--- src/hw/rtl/cld_pkg.sv ---
// cld_pkg: shared constants, codes and ring index helpers for the circular list deque
// depends on nothing; used by the interfaces, the core rtl and the testbench

package cld_pkg;

    localparam int CAPACITY = 16;
    localparam int IDX_W    = $clog2(CAPACITY);
    localparam int CNT_W    = $clog2(CAPACITY + 1);
    localparam int SUM_W    = CNT_W + 1;
    localparam int DATA_W   = 32;
    localparam int MODE_W   = 3;
    localparam int STAT_W   = 2;

    typedef enum logic [MODE_W-1:0] {
        MODE_INS_FRONT = 3'd0,
        MODE_INS_END   = 3'd1,
        MODE_REM_FRONT = 3'd2,
        MODE_REM_END   = 3'd3,
        MODE_REM_AFTER = 3'd4,
        MODE_CLEAR     = 3'd5,
        MODE_READ_ALL  = 3'd6
    } mode_t;

    typedef enum logic [STAT_W-1:0] {
        STAT_OK    = 2'd0,
        STAT_FULL  = 2'd1,
        STAT_EMPTY = 2'd2,
        STAT_NOKEY = 2'd3
    } status_t;

    typedef enum logic [3:0] {
        ST_IDLE,
        ST_FIN,
        ST_SRCH_RD,
        ST_SRCH_CMP,
        ST_REM_RD,
        ST_REM_CAP,
        ST_SHIFT_RD,
        ST_SHIFT_WR,
        ST_RD_ISSUE,
        ST_RD_EMIT
    } state_t;

    // (base + off) mod CAPACITY, off never above CAPACITY
    function automatic logic [IDX_W-1:0] ring_add(input logic [IDX_W-1:0] base,
                                                  input logic [CNT_W-1:0] off);
        logic [SUM_W-1:0] sum;
        sum = SUM_W'(base) + SUM_W'(off);
        if (sum >= SUM_W'(CAPACITY))
        begin
            sum = sum - SUM_W'(CAPACITY);
        end
        return sum[IDX_W-1:0];
    endfunction

    // (base - 1) mod CAPACITY
    function automatic logic [IDX_W-1:0] ring_dec(input logic [IDX_W-1:0] base);
        logic [IDX_W-1:0] r;
        if (base == '0)
        begin
            r = IDX_W'(CAPACITY - 1);
        end
        else
        begin
            r = base - IDX_W'(1);
        end
        return r;
    endfunction

endpackage

--- src/hw/rtl/cld_req_if.sv ---
// cld_req_if: request channel of the circular list deque (valid, ready, mode, value)
// depends on cld_pkg for field widths

interface cld_req_if;
    logic                                valid;
    logic                                ready;
    logic [cld_pkg::MODE_W-1:0]          mode;
    logic signed [cld_pkg::DATA_W-1:0]   value;

    modport source (output valid, output mode, output value, input ready);
    modport sink   (input valid, input mode, input value, output ready);
endinterface

--- src/hw/rtl/cld_rsp_if.sv ---
// cld_rsp_if: result channel of the circular list deque (valid, ready, status, data, last)
// depends on cld_pkg for field widths

interface cld_rsp_if;
    logic                                valid;
    logic                                ready;
    logic [cld_pkg::STAT_W-1:0]          status;
    logic signed [cld_pkg::DATA_W-1:0]   data;
    logic                                last;

    modport source (output valid, output status, output data, output last, input ready);
    modport sink   (input valid, input status, input data, input last, output ready);
endinterface

--- src/hw/rtl/cld_ram.sv ---
// cld_ram: generic single write port, single read port ram with registered read
// no dependencies

module cld_ram #(
    parameter int WIDTH = 32,
    parameter int DEPTH = 16
) (
    input  logic                     clk,
    input  logic                     we,
    input  logic [$clog2(DEPTH)-1:0] waddr,
    input  logic [WIDTH-1:0]         wdata,
    input  logic                     re,
    input  logic [$clog2(DEPTH)-1:0] raddr,
    output logic [WIDTH-1:0]         rdata
);

    logic [WIDTH-1:0] mem [DEPTH];
    logic [WIDTH-1:0] rdata_reg;

    always_ff @(posedge clk)
    begin
        if (we)
        begin
            mem[waddr] <= wdata;
        end
        if (re)
        begin
            rdata_reg <= mem[raddr];
        end
    end

    assign rdata = rdata_reg;

endmodule

--- src/hw/rtl/circular_list_deque_core.sv ---
// circular_list_deque_core: top level of the bounded circular list deque
// depends on cld_pkg, cld_req_if, cld_rsp_if and cld_ram
//
// usage
//   req channel (valid/ready): one transaction is one request, mode plus value
//   rsp channel (valid/ready): status, data and last; every request gives one
//   transaction with last set, except read-all on a non-empty list which gives
//   one transaction per element in list order, last set on the final one
//   the elements live in one ram of CAPACITY entries with a registered read;
//   head position and count live in flops
// sequencing (steps from request accept to result loaded)
//   insert, clear, status-only replies: decode in idle, then load the result in fin
//   remove front / remove end: ram read, capture of the entry, then fin
//   remove after key: read and compare per entry searched, ram read and capture, read then
//   write per entry moved up, then fin; read all: read issue then emit per element
//   the single ram read port and the read-then-write sequencing set these steps
//   the next request is taken once the result sits in the output register
// reset: rst_n clears head, count, the control state and the output valid;
//   ram contents are left as they are and only entries inside the count are read
// receiver stall: the output register holds its transaction; the block waits
//   only in a step that loads that register (fin, read-all emit) until it frees, then goes on

module circular_list_deque_core (
    input  logic clk,
    input  logic rst_n,
    cld_req_if.sink   req,
    cld_rsp_if.source rsp
);

    import cld_pkg::*;

    state_t             state_reg, state_next;
    logic [IDX_W-1:0]   head_reg, head_next;
    logic [CNT_W-1:0]   count_reg, count_next;
    // walk index: search position, removal position, read-out position
    logic [CNT_W-1:0]   k_reg, k_next;
    logic [DATA_W-1:0]  key_reg, key_next;
    status_t            res_status_reg, res_status_next;
    logic [DATA_W-1:0]  res_data_reg, res_data_next;

    logic               out_valid_reg, out_valid_next;
    status_t            out_status_reg, out_status_next;
    logic [DATA_W-1:0]  out_data_reg, out_data_next;
    logic               out_last_reg, out_last_next;

    logic               ram_we;
    logic [IDX_W-1:0]   ram_waddr;
    logic [DATA_W-1:0]  ram_wdata;
    logic               ram_re;
    logic [IDX_W-1:0]   ram_raddr;
    logic [DATA_W-1:0]  ram_rdata;

    logic               out_free;
    logic [CNT_W-1:0]   k_plus1;
    logic               req_fire;

    cld_ram #(
        .WIDTH (DATA_W),
        .DEPTH (CAPACITY)
    ) u_store (
        .clk   (clk),
        .we    (ram_we),
        .waddr (ram_waddr),
        .wdata (ram_wdata),
        .re    (ram_re),
        .raddr (ram_raddr),
        .rdata (ram_rdata)
    );

    assign out_free  = !out_valid_reg || rsp.ready;
    assign k_plus1   = k_reg + CNT_W'(1);
    assign req.ready = (state_reg == ST_IDLE);
    assign req_fire  = req.valid && req.ready;

    assign rsp.valid  = out_valid_reg;
    assign rsp.status = out_status_reg;
    assign rsp.data   = out_data_reg;
    assign rsp.last   = out_last_reg;

    always_ff @(posedge clk or negedge rst_n)
    begin
        if (!rst_n)
        begin
            state_reg     <= ST_IDLE;
            head_reg      <= '0;
            count_reg     <= '0;
            out_valid_reg <= 1'b0;
        end
        else
        begin
            state_reg     <= state_next;
            head_reg      <= head_next;
            count_reg     <= count_next;
            out_valid_reg <= out_valid_next;
        end
    end

    // payload registers, no reset needed
    always_ff @(posedge clk)
    begin
        k_reg          <= k_next;
        key_reg        <= key_next;
        res_status_reg <= res_status_next;
        res_data_reg   <= res_data_next;
        out_status_reg <= out_status_next;
        out_data_reg   <= out_data_next;
        out_last_reg   <= out_last_next;
    end

    always_comb
    begin
        state_next      = state_reg;
        head_next       = head_reg;
        count_next      = count_reg;
        k_next          = k_reg;
        key_next        = key_reg;
        res_status_next = res_status_reg;
        res_data_next   = res_data_reg;

        out_valid_next  = out_valid_reg && !rsp.ready;
        out_status_next = out_status_reg;
        out_data_next   = out_data_reg;
        out_last_next   = out_last_reg;

        // reads and writes never share a cycle, so no same-entry hazard
        ram_we    = 1'b0;
        ram_waddr = ring_add(head_reg, k_reg);
        ram_wdata = ram_rdata;
        ram_re    = 1'b0;
        ram_raddr = ring_add(head_reg, k_reg);

        unique case (state_reg)
            ST_IDLE:
            begin
                if (req_fire)
                begin
                    res_status_next = STAT_OK;
                    res_data_next   = '0;
                    state_next      = ST_FIN;
                    k_next          = '0;
                    unique case (req.mode) inside
                        MODE_INS_FRONT, MODE_INS_END:
                        begin
                            if (count_reg == CNT_W'(CAPACITY))
                            begin
                                res_status_next = STAT_FULL;
                            end
                            else
                            begin
                                ram_we    = 1'b1;
                                ram_wdata = req.value;
                                if (req.mode == MODE_INS_FRONT)
                                begin
                                    ram_waddr = ring_dec(head_reg);
                                    head_next = ring_dec(head_reg);
                                end
                                else
                                begin
                                    ram_waddr = ring_add(head_reg, count_reg);
                                end
                                count_next = count_reg + CNT_W'(1);
                            end
                        end
                        MODE_REM_FRONT, MODE_REM_END:
                        begin
                            if (count_reg == '0)
                            begin
                                res_status_next = STAT_EMPTY;
                            end
                            else
                            begin
                                if (req.mode == MODE_REM_END)
                                begin
                                    k_next = count_reg - CNT_W'(1);
                                end
                                state_next = ST_REM_RD;
                            end
                        end
                        MODE_REM_AFTER:
                        begin
                            if (count_reg == '0)
                            begin
                                res_status_next = STAT_EMPTY;
                            end
                            else
                            begin
                                key_next   = req.value;
                                state_next = ST_SRCH_RD;
                            end
                        end
                        MODE_CLEAR:
                        begin
                            head_next  = '0;
                            count_next = '0;
                        end
                        MODE_READ_ALL:
                        begin
                            if (count_reg == '0)
                            begin
                                res_status_next = STAT_EMPTY;
                            end
                            else
                            begin
                                state_next = ST_RD_ISSUE;
                            end
                        end
                        default:
                        begin
                            // unused code: plain ok reply
                        end
                    endcase
                end
            end

            ST_FIN:
            begin
                if (out_free)
                begin
                    out_valid_next  = 1'b1;
                    out_status_next = res_status_reg;
                    out_data_next   = res_data_reg;
                    out_last_next   = 1'b1;
                    state_next      = ST_IDLE;
                end
            end

            ST_SRCH_RD:
            begin
                ram_re     = 1'b1;
                state_next = ST_SRCH_CMP;
            end

            ST_SRCH_CMP:
            begin
                if (ram_rdata == key_reg)
                begin
                    // successor wraps to the head after the last element
                    k_next     = (k_plus1 == count_reg) ? '0 : k_plus1;
                    state_next = ST_REM_RD;
                end
                else if (k_plus1 == count_reg)
                begin
                    res_status_next = STAT_NOKEY;
                    state_next      = ST_FIN;
                end
                else
                begin
                    k_next     = k_plus1;
                    state_next = ST_SRCH_RD;
                end
            end

            ST_REM_RD:
            begin
                ram_re     = 1'b1;
                state_next = ST_REM_CAP;
            end

            ST_REM_CAP:
            begin
                res_status_next = STAT_OK;
                res_data_next   = ram_rdata;
                if (k_reg == '0)
                begin
                    // head leaves: advance head, back to zero when the list empties
                    head_next  = (count_reg == CNT_W'(1)) ? '0 : ring_add(head_reg, CNT_W'(1));
                    count_next = count_reg - CNT_W'(1);
                    state_next = ST_FIN;
                end
                else if (k_plus1 < count_reg)
                begin
                    state_next = ST_SHIFT_RD;
                end
                else
                begin
                    count_next = count_reg - CNT_W'(1);
                    state_next = ST_FIN;
                end
            end

            ST_SHIFT_RD:
            begin
                ram_re     = 1'b1;
                ram_raddr  = ring_add(head_reg, k_plus1);
                state_next = ST_SHIFT_WR;
            end

            ST_SHIFT_WR:
            begin
                // close the gap: entry k takes entry k+1
                ram_we    = 1'b1;
                ram_wdata = ram_rdata;
                k_next    = k_plus1;
                if (k_plus1 + CNT_W'(1) < count_reg)
                begin
                    state_next = ST_SHIFT_RD;
                end
                else
                begin
                    count_next = count_reg - CNT_W'(1);
                    state_next = ST_FIN;
                end
            end

            ST_RD_ISSUE:
            begin
                ram_re     = 1'b1;
                state_next = ST_RD_EMIT;
            end

            ST_RD_EMIT:
            begin
                if (out_free)
                begin
                    out_valid_next  = 1'b1;
                    out_status_next = STAT_OK;
                    out_data_next   = ram_rdata;
                    out_last_next   = (k_plus1 == count_reg);
                    if (k_plus1 == count_reg)
                    begin
                        state_next = ST_IDLE;
                    end
                    else
                    begin
                        k_next     = k_plus1;
                        state_next = ST_RD_ISSUE;
                    end
                end
            end

            default:
            begin
                state_next = ST_IDLE;
            end
        endcase
    end

    // count stays within the ring
    assert property (@(posedge clk) disable iff (!rst_n)
        count_reg <= CNT_W'(CAPACITY))
        else $error("element count above capacity");

    // an empty list always has its head parked at zero
    assert property (@(posedge clk) disable iff (!rst_n)
        (count_reg == '0) |-> (head_reg == '0))
        else $error("empty list with nonzero head");

    // the ram is never read and written in the same cycle
    assert property (@(posedge clk) disable iff (!rst_n)
        !(ram_we && ram_re))
        else $error("ram read and write overlap");

    // an insert into a list with room grows the count by one
    assert property (@(posedge clk) disable iff (!rst_n)
        (req_fire && (req.mode == MODE_INS_FRONT || req.mode == MODE_INS_END)
         && (count_reg != CNT_W'(CAPACITY)))
        |=> (count_reg == $past(count_reg) + CNT_W'(1)))
        else $error("insert did not grow the list");

    // a result held by a stalled receiver stays valid
    assert property (@(posedge clk) disable iff (!rst_n)
        (out_valid_reg && !rsp.ready) |=> out_valid_reg)
        else $error("pending result dropped");

endmodule

--- src/flat_wrapper.sv ---
// flat-port wrapper written by rule: the top's interface ports become plain ports
module circular_list_deque_core_flat import cld_pkg::*;
  (clk, rst_n, req_valid, req_mode, req_value, req_ready, rsp_valid, rsp_status, rsp_data, rsp_last, rsp_ready);
  cld_req_if req_i ();
  cld_rsp_if rsp_i ();
  input  logic clk;
  input  logic rst_n;
  input wire logic [$bits(req_i.valid)-1:0] req_valid;
  input wire logic [$bits(req_i.mode)-1:0] req_mode;
  input wire logic [$bits(req_i.value)-1:0] req_value;
  output wire logic [$bits(req_i.ready)-1:0] req_ready;
  output wire logic [$bits(rsp_i.valid)-1:0] rsp_valid;
  output wire logic [$bits(rsp_i.status)-1:0] rsp_status;
  output wire logic [$bits(rsp_i.data)-1:0] rsp_data;
  output wire logic [$bits(rsp_i.last)-1:0] rsp_last;
  input wire logic [$bits(rsp_i.ready)-1:0] rsp_ready;
  assign req_i.valid = req_valid;
  assign req_i.mode = req_mode;
  assign req_i.value = req_value;
  assign req_ready = req_i.ready;
  assign rsp_valid = rsp_i.valid;
  assign rsp_status = rsp_i.status;
  assign rsp_data = rsp_i.data;
  assign rsp_last = rsp_i.last;
  assign rsp_i.ready = rsp_ready;
  circular_list_deque_core u_core (.clk(clk), .rst_n(rst_n), .req(req_i), .rsp(rsp_i));
endmodule
--- config.mk ---
export PLATFORM = sky130hd
export DESIGN_NAME = circular_list_deque_core_flat
export DESIGN_NICKNAME = d
export VERILOG_FILES = /design/src/hw/rtl/cld_pkg.sv /design/src/hw/rtl/cld_req_if.sv /design/src/hw/rtl/cld_rsp_if.sv /design/src/hw/rtl/cld_ram.sv /design/src/hw/rtl/circular_list_deque_core.sv /design/src/flat_wrapper.sv
export SDC_FILE = /design/constraint.sdc
export NUM_CORES = 1
export LEC_CHECK = 0
export ABC_AREA = 1
export BUFFER_PORTS_ARGS = -buffer_cell sky130_fd_sc_hd__buf_2
export CAP_MARGIN = 10
export CORE_MARGIN = 2
export CORE_UTILIZATION = 55
export DETAILED_ROUTE_END_ITERATION = 10
export PLACE_DENSITY = 0.72
export SETUP_SLACK_MARGIN = 0.4
export SLEW_MARGIN = 10
export SYNTH_ARGS = -nofsm -noshare
export SYNTH_HDL_FRONTEND = slang
export SYNTH_SLANG_ARGS = --single-unit
--- constraint.sdc ---
create_clock -name clk -period 7.4 [get_ports clk]
set_input_delay 2.22 -clock clk [delete_from_list [all_inputs] [get_ports clk]]
set_output_delay 2.22 -clock clk [all_outputs]
set_load 0.005 [all_outputs]
==> out/metrics.csv, run 1 <==
stage,metric,value,unit
outcome,outcome,finished clean,
placement,hpwl,38700,um
detailed_routing,drt_first_pass_iters,6,
final_layout,seq_area,19900,um2
worst_setup_path,crit_path_cell_trace,buf_2 -> inv_1 -> nand3_1 -> inv_1 -> or2_2 -> o21ai_0 -> o21ai_1 -> inv_1 -> nand3_1 -> nor2_4,
floorplan,dieArea,54500,um2
synth,ys_seq_area_share,68.6,%
global_routing,antenna_found_initial,0,
sta,fin_hold_ws,527,ps
final_layout,nFillCells,3929,
worst_setup_path,path_max_fanout,32,
global_routing,grt_pass1_vias,18300,
sta,finalSetupViolations,0,
floorplan,dieHeight,233,um
floorplan,start_util,55.3,%
detailed_routing,drt_iter0_markers,2102,
clock_network,post_cts_resized,0,
sta,setup_tns,0,ps
detailed_routing,vias,18900,
final_layout,final_core_util,61.5,%
detailed_routing,detail-route-antenna-nets,0,
synth,synth_top_area_share,67.4,%
worst_setup_path,startpoint_type,input port,
detailed_routing,wirelength,65800,um
clock_network,cts.path.max_buffers,3,
global_routing,grt_overflow,0,
detailed_routing,viasPerCell,5.58,
sta,fin_skew,22.1,ps
clock_network,clk_pin_slew,60,ps
sta,finalCritPeriodShare,61.7,%
clock_network,clock-sinks,664,
worst_setup_path,crit_type,input port to register,
placement,portBuffers,75,
final_layout,nets,2712,
global_routing,grt_pass1_wl,101000,um
floorplan,core.rowCount,84,
job,cap_violations,0,
synth,syn_avg_cell_area,11.2,um2
sta,worst_pin_slew,1220,ps
worst_setup_path,crit_path_frequent_cell,inv_1,
floorplan,die_w,233,um
synth,ys_ff_latch,664,
clock_network,insertion_delay,610,ps
worst_setup_path,arrival,4770,ps
global_routing,grt_usage,24.4,%
synth,ys_types,37,
clock_network,cts-hold-fix-buffers,0,
sta,slew_headroom,18.3,%
sta,period_needed,4570,ps
synth,yosys_warnings,0,
hold_path,min_path_type,register to register,
clock_network,cts_tree,built,
final_layout,area_growth,11.2,%
detailed_routing,drc,0,
clock_network,postCtsSetupRepairBufs,0,
clock_network,root_buffer,clkbuf_16,
sta,fin_ws,2830,ps
sta,hold_violations,0,
final_layout,regMostFlops,u_core.u_store.mem,
final_layout,multi_input_area,7560,um2
sta,finalMaxSlewViolations,0,
worst_setup_path,worstPathRequired,7610,ps
worst_setup_path,endpoint_kind,register,
sta,fmax,219,MHz
synth,syn_area,29000,um2
sta,rsz0062_at_grt,no,
placement,pre_cts_ws,2240,ps
final_layout,largest_register_ffs,512,
synth,synthTopCellsByArea,"edfxtp_1 67%, nand2_1 9.4%, o211ai_1 5.0%",
synth,synth_largest_area_cell,edfxtp_1,
clock_network,numCtsBuffers,66,
final_layout,layout-drive-gt1-share,9.08,%
floorplan,coreArea,52300,um2
worst_setup_path,cpMaxStageDelayCell,nor2_4,
synth,netlist_instances,2579,
placement,place_congestion,0.950,
synth,synthesis.nets,2650,
floorplan,pin_count,76,
worst_setup_path,critical-path-max-stage-delay,1020,ps
detailed_routing,wire_per_inst,19.5,um
clock_network,htreeDepth,3,
global_routing,grt_max_degree,155,
-- routing by layer --
layer	up-vias	GRT usage, %	part of all wire, %
met1	9020	34.3	43
li1	8993	-	-
met5	-	0	0
met3	116	4.08	8.0
met2	724	38.6	47
met4	0	8.66	2.4
-- cells by family after synthesis --
logic type	synth area share (%)
buffers and inverters	6.06
flip-flops	68.6
AO/OA/AOI/OAI	7.18
XOR/XNOR	1.21
AND/OR/NAND/NOR	15.5
adder cells (fa/ha/maj)	1.46
-- final timing paths --
path                            cells past startpoint                    start                         to  slack, ps
worst min-delay path                                2  u_core.res_data_reg[12]        u_core.rsp.data[12]        530
worst max-delay path                               10              req_mode[1]  u_core.u_store.mem[0][12]       2830
min in group asynchronous                           1                    rst_n           u_core.rsp.valid       1500
worst min register to register                      2  u_core.res_data_reg[12]        u_core.rsp.data[12]        530
max in group asynchronous                           1                    rst_n         u_core.head_reg[1]       5660
worst max register to register                     13          u_core.k_reg[0]   u_core.u_store.rdata[17]       2960
-- cell usage in the layout (no fill, tap or decap), types with 6 or more instances in the layout --
| master | instances |
|---|---|
| edfxtp_1 | 650 |
| nor2_4 | 21 |
| buf_4 | 43 |
| inv_1 | 303 |
| clkbuf_1 | 18 |
| a21oi_1 | 11 |
| buf_2 | 75 |
| o21ai_1 | 11 |
| dfrtp_1 | 14 |
| nor2_1 | 87 |
| xor2_1 | 12 |
| nand2_1 | 727 |
| clkinv_2 | 8 |
| clkinv_1 | 11 |
| o22ai_1 | 6 |
| o21ai_0 | 86 |
| xnor2_1 | 28 |
| nand3_1 | 241 |
| o211ai_1 | 193 |
| ha_1 | 29 |
| clkbuf_16 | 68 |
-- cell type report --
cell class                      count  share of cell area, %
Clock buffer                       86                   5.49
Clock inverter                     29                  0.870
Multi-Input combinational cell   1482                   23.5
Timing Repair Buffer              119                   2.23
Sequential cell                   664                   61.7
Antenna cell                        1                0.00777
Tap cell                          688                   2.67
Inverter                          308                   3.59
-- metrics by stage --
step                cells  area, um2
finish               3377      32200
global route         3376      32200
CTS                  3376      32200
detailed placement   3261      30200
global placement     3261      30200
floorplan            2579      29000
-- worst max-delay path: cells and delay by family --
kind	cells	cell delay [ps]
buffers and inverters	4	460
AOI/OAI and AO/OA	2	210
and+or+nand+nor	4	1840
-- Yosys cell counts (all sizes together) --
cell / instances
edfxtp: 650
buf: 106
a41oi: 1
o22ai: 6
o21bai: 1
o211ai: 193
a21oi: 11
nand2: 733
o311ai: 1
dfrtp: 14
nand3: 241
nand4: 4
nor3: 5
a21o: 1
nor2: 108
fa: 3
clkinv: 1
or2: 2
nor3b: 1
a31oi: 1
clkbuf: 19
nand3b: 1
inv: 307
xnor2: 28
ha: 29
o21ai: 100
xor2: 12
Power of run 1 is not shown: default switching activity piles up to over one toggle a cycle in this logic, so the estimate is an artifact.
==> run 2: changes to the inputs <==
Clock period 7.4 ns to 4.4 ns, I/O delays scaled along.
==> run 2 against run 1 <==
Routed wire length increased by 10%. Final area grew 1.3%. Final cell count up 1.2%. Largest cell class unchanged. Highest routed layer unchanged.
==> out/metrics.csv, run 2 (synthesis gave the netlist of run 1 again) <==
stage,metric,value,unit,change
clock_network,cts_tree,built,,
sta,period_needed,3530,ps,
detailed_routing,vias,19700,,+4.4%
worst_setup_path,crit_type,register to register,,
final_layout,nets,2752,,+1.5%
detailed_routing,wire_per_inst,21.3,um,+9.1%
floorplan,dieArea,54500,um2,unchanged
sta,finalMaxSlewViolations,0,,unchanged
global_routing,grt_pass1_vias,18800,,+2.8%
worst_setup_path,rr_endpoint,u_core.u_store.rdata[13],,
worst_setup_path,r2r_start,u_core.k_reg[0],,
worst_setup_path,r2r_slack,870,ps,-2090 ps
final_layout,stdcell_count,3417,,+1.2%
detailed_routing,drt_first_pass_iters,5,,-1
detailed_routing,drt_iter0_markers,2260,,+7.5%
sta,fmax,283,MHz,
worst_setup_path,critPathCapture,u_core.u_store.rdata[13],,
sta,finalCritPeriodShare,80.2,%,
global_routing,grt_pass1_wl,110000,um,+8.9%
sta,slew_headroom,11.5,%,-6.8 points
detailed_routing,viasPerCell,5.76,,+3.2%
global_routing,grt-busiest-layer,met2,,
sta,fin_ws,872,ps,-1960 ps
global_routing,grt_usage,27.0,%,+2.7 points
outcome,outcome,finished clean,,
placement,portBuffers,75,,unchanged
placement,hpwl,47300,um,+22%
global_routing,grt_util_met2,43.4,%,+4.8 points
worst_setup_path,crit_start,u_core.k_reg[0],,
worst_setup_path,endpoint_kind,register,,
hold_path,min_path_type,register to register,,
final_layout,layout.cells.most_common,nand2_1,,
clock_network,clk_pin_slew,60,ps,about the same
floorplan,start_util,55.3,%,unchanged
global_routing,gr-usage-met3,5.00,%,+0.93 points
detailed_routing,drc,0,,unchanged
worst_setup_path,startpoint_type,register,,
floorplan,core.rowCount,84,,unchanged
floorplan,coreArea,52300,um2,unchanged
sta,fin_skew,23.1,ps,+0.992 ps
floorplan,pin_count,76,,unchanged
final_layout,regMostFlops,u_core.u_store.mem,,
detailed_routing,wirelength,72700,um,+10%
sta,finalSetupViolations,0,,unchanged
sta,rsz0062_at_grt,no,,
final_layout,layout-drive-gt1-share,10.3,%,+1.3 points
job,cap_violations,0,,unchanged
global_routing,antenna_found_initial,1,,+1
clock_network,post_cts_resized,0,,unchanged
global_routing,grt_max_degree,106,,-32%
clock_network,cts-hold-fix-buffers,0,,unchanged
clock_network,root_buffer,clkbuf_16,,
sta,setup_tns,0,ps,unchanged
detailed_routing,detail-route-antenna-nets,0,,unchanged
clock_network,insertion_delay,600,ps,about the same
worst_setup_path,arrival,3980,ps,-790 ps
final_layout,nFillCells,3991,,+1.6%
final_layout,final_cell_mix,"727 x nand2_1, 650 x edfxtp_1, 303 x inv_1",,
clock_network,postCtsSetupRepairBufs,0,,unchanged
placement,place_congestion,0.939,,-1.1%
sta,worst_pin_slew,1320,ps,+96.4 ps
final_layout,area_growth,12.6,%,
clock_network,htreeDepth,3,,unchanged
worst_setup_path,reg2regPathDepth,10,,-3
worst_setup_path,path_max_fanout,60,,+88%
placement,pre_cts_ws,656,ps,-1580 ps
floorplan,die_w,233,um,unchanged
placement,place_inst,3301,,+1.2%
clock_network,numCtsBuffers,66,,unchanged
clock_network,cts.path.max_buffers,3,,unchanged
sta,hold_violations,0,,unchanged
global_routing,grt_overflow,0,,unchanged
floorplan,dieHeight,233,um,unchanged
final_layout,largest_register_ffs,512,,unchanged
clock_network,clock-sinks,664,,unchanged
global_routing,use_met1,37.2,%,+2.9 points
worst_setup_path,worstPathRequired,4860,ps,-2750 ps
==> run 2: how the worst min path moves through the flow <==
stage,cells past startpoint,slack [ps],startpoint,to
final,2,530,u_core.res_data_reg[4],u_core.rsp.data[4]
after floorplan,2,500,u_core.res_data_reg[0],u_core.rsp.data[0]
after detailed placement,2,520,u_core.res_data_reg[30],u_core.rsp.data[30]
after global routing,2,560,u_core.res_data_reg[1],u_core.rsp.data[1]
after global placement,2,510,u_core.res_data_reg[5],u_core.rsp.data[5]
after CTS,2,530,u_core.res_data_reg[4],u_core.rsp.data[4]
==> run 2: layout make-up <==
type	count	area (um2)	share of cell area, %
sequential	664	19900	60.9
multi-input combinational	1482	7550	23.2
clock buffer	82	1740	5.34
timing repair buffer	159	1190	3.66
inverter	308	1160	3.54
tap	688	861	2.64
clock inverter	33	239	0.733
antenna	1	2.50	0.00767
==> run 2: per-layer routing <==
| layer | part of all wire (%) | wire, um |
|---|---|---|
| met5 | 0 | 0 |
| met4 | 2.7 | 1990 |
| met3 | 10 | 7270 |
| met2 | 47 | 34200 |
| met1 | 40 | 29200 |
==> run 2: stage by stage <==
stage                     utilization [%]  hold slack, ps  area [um2]
final                                62.3             533       32600
after CTS                            62.3             534       32600
after global placement               58.5             510       30600
after detailed placement             58.5             519       30600
after global routing                 62.3             561       32600
after floorplan                         -             500       29000
==> run 2: critical path, stage by stage (launching register included) <==
cell	delay, ps
edfxtp_1	520
inv_1	200
ha_1	460
fa_1	610
nand2_1	120
nand2_4	430
buf_12	350
o211ai_1	260
nand3_1	200
nand3_1	80
nand2_1	100
Power of run 2 is left out for the same reason.
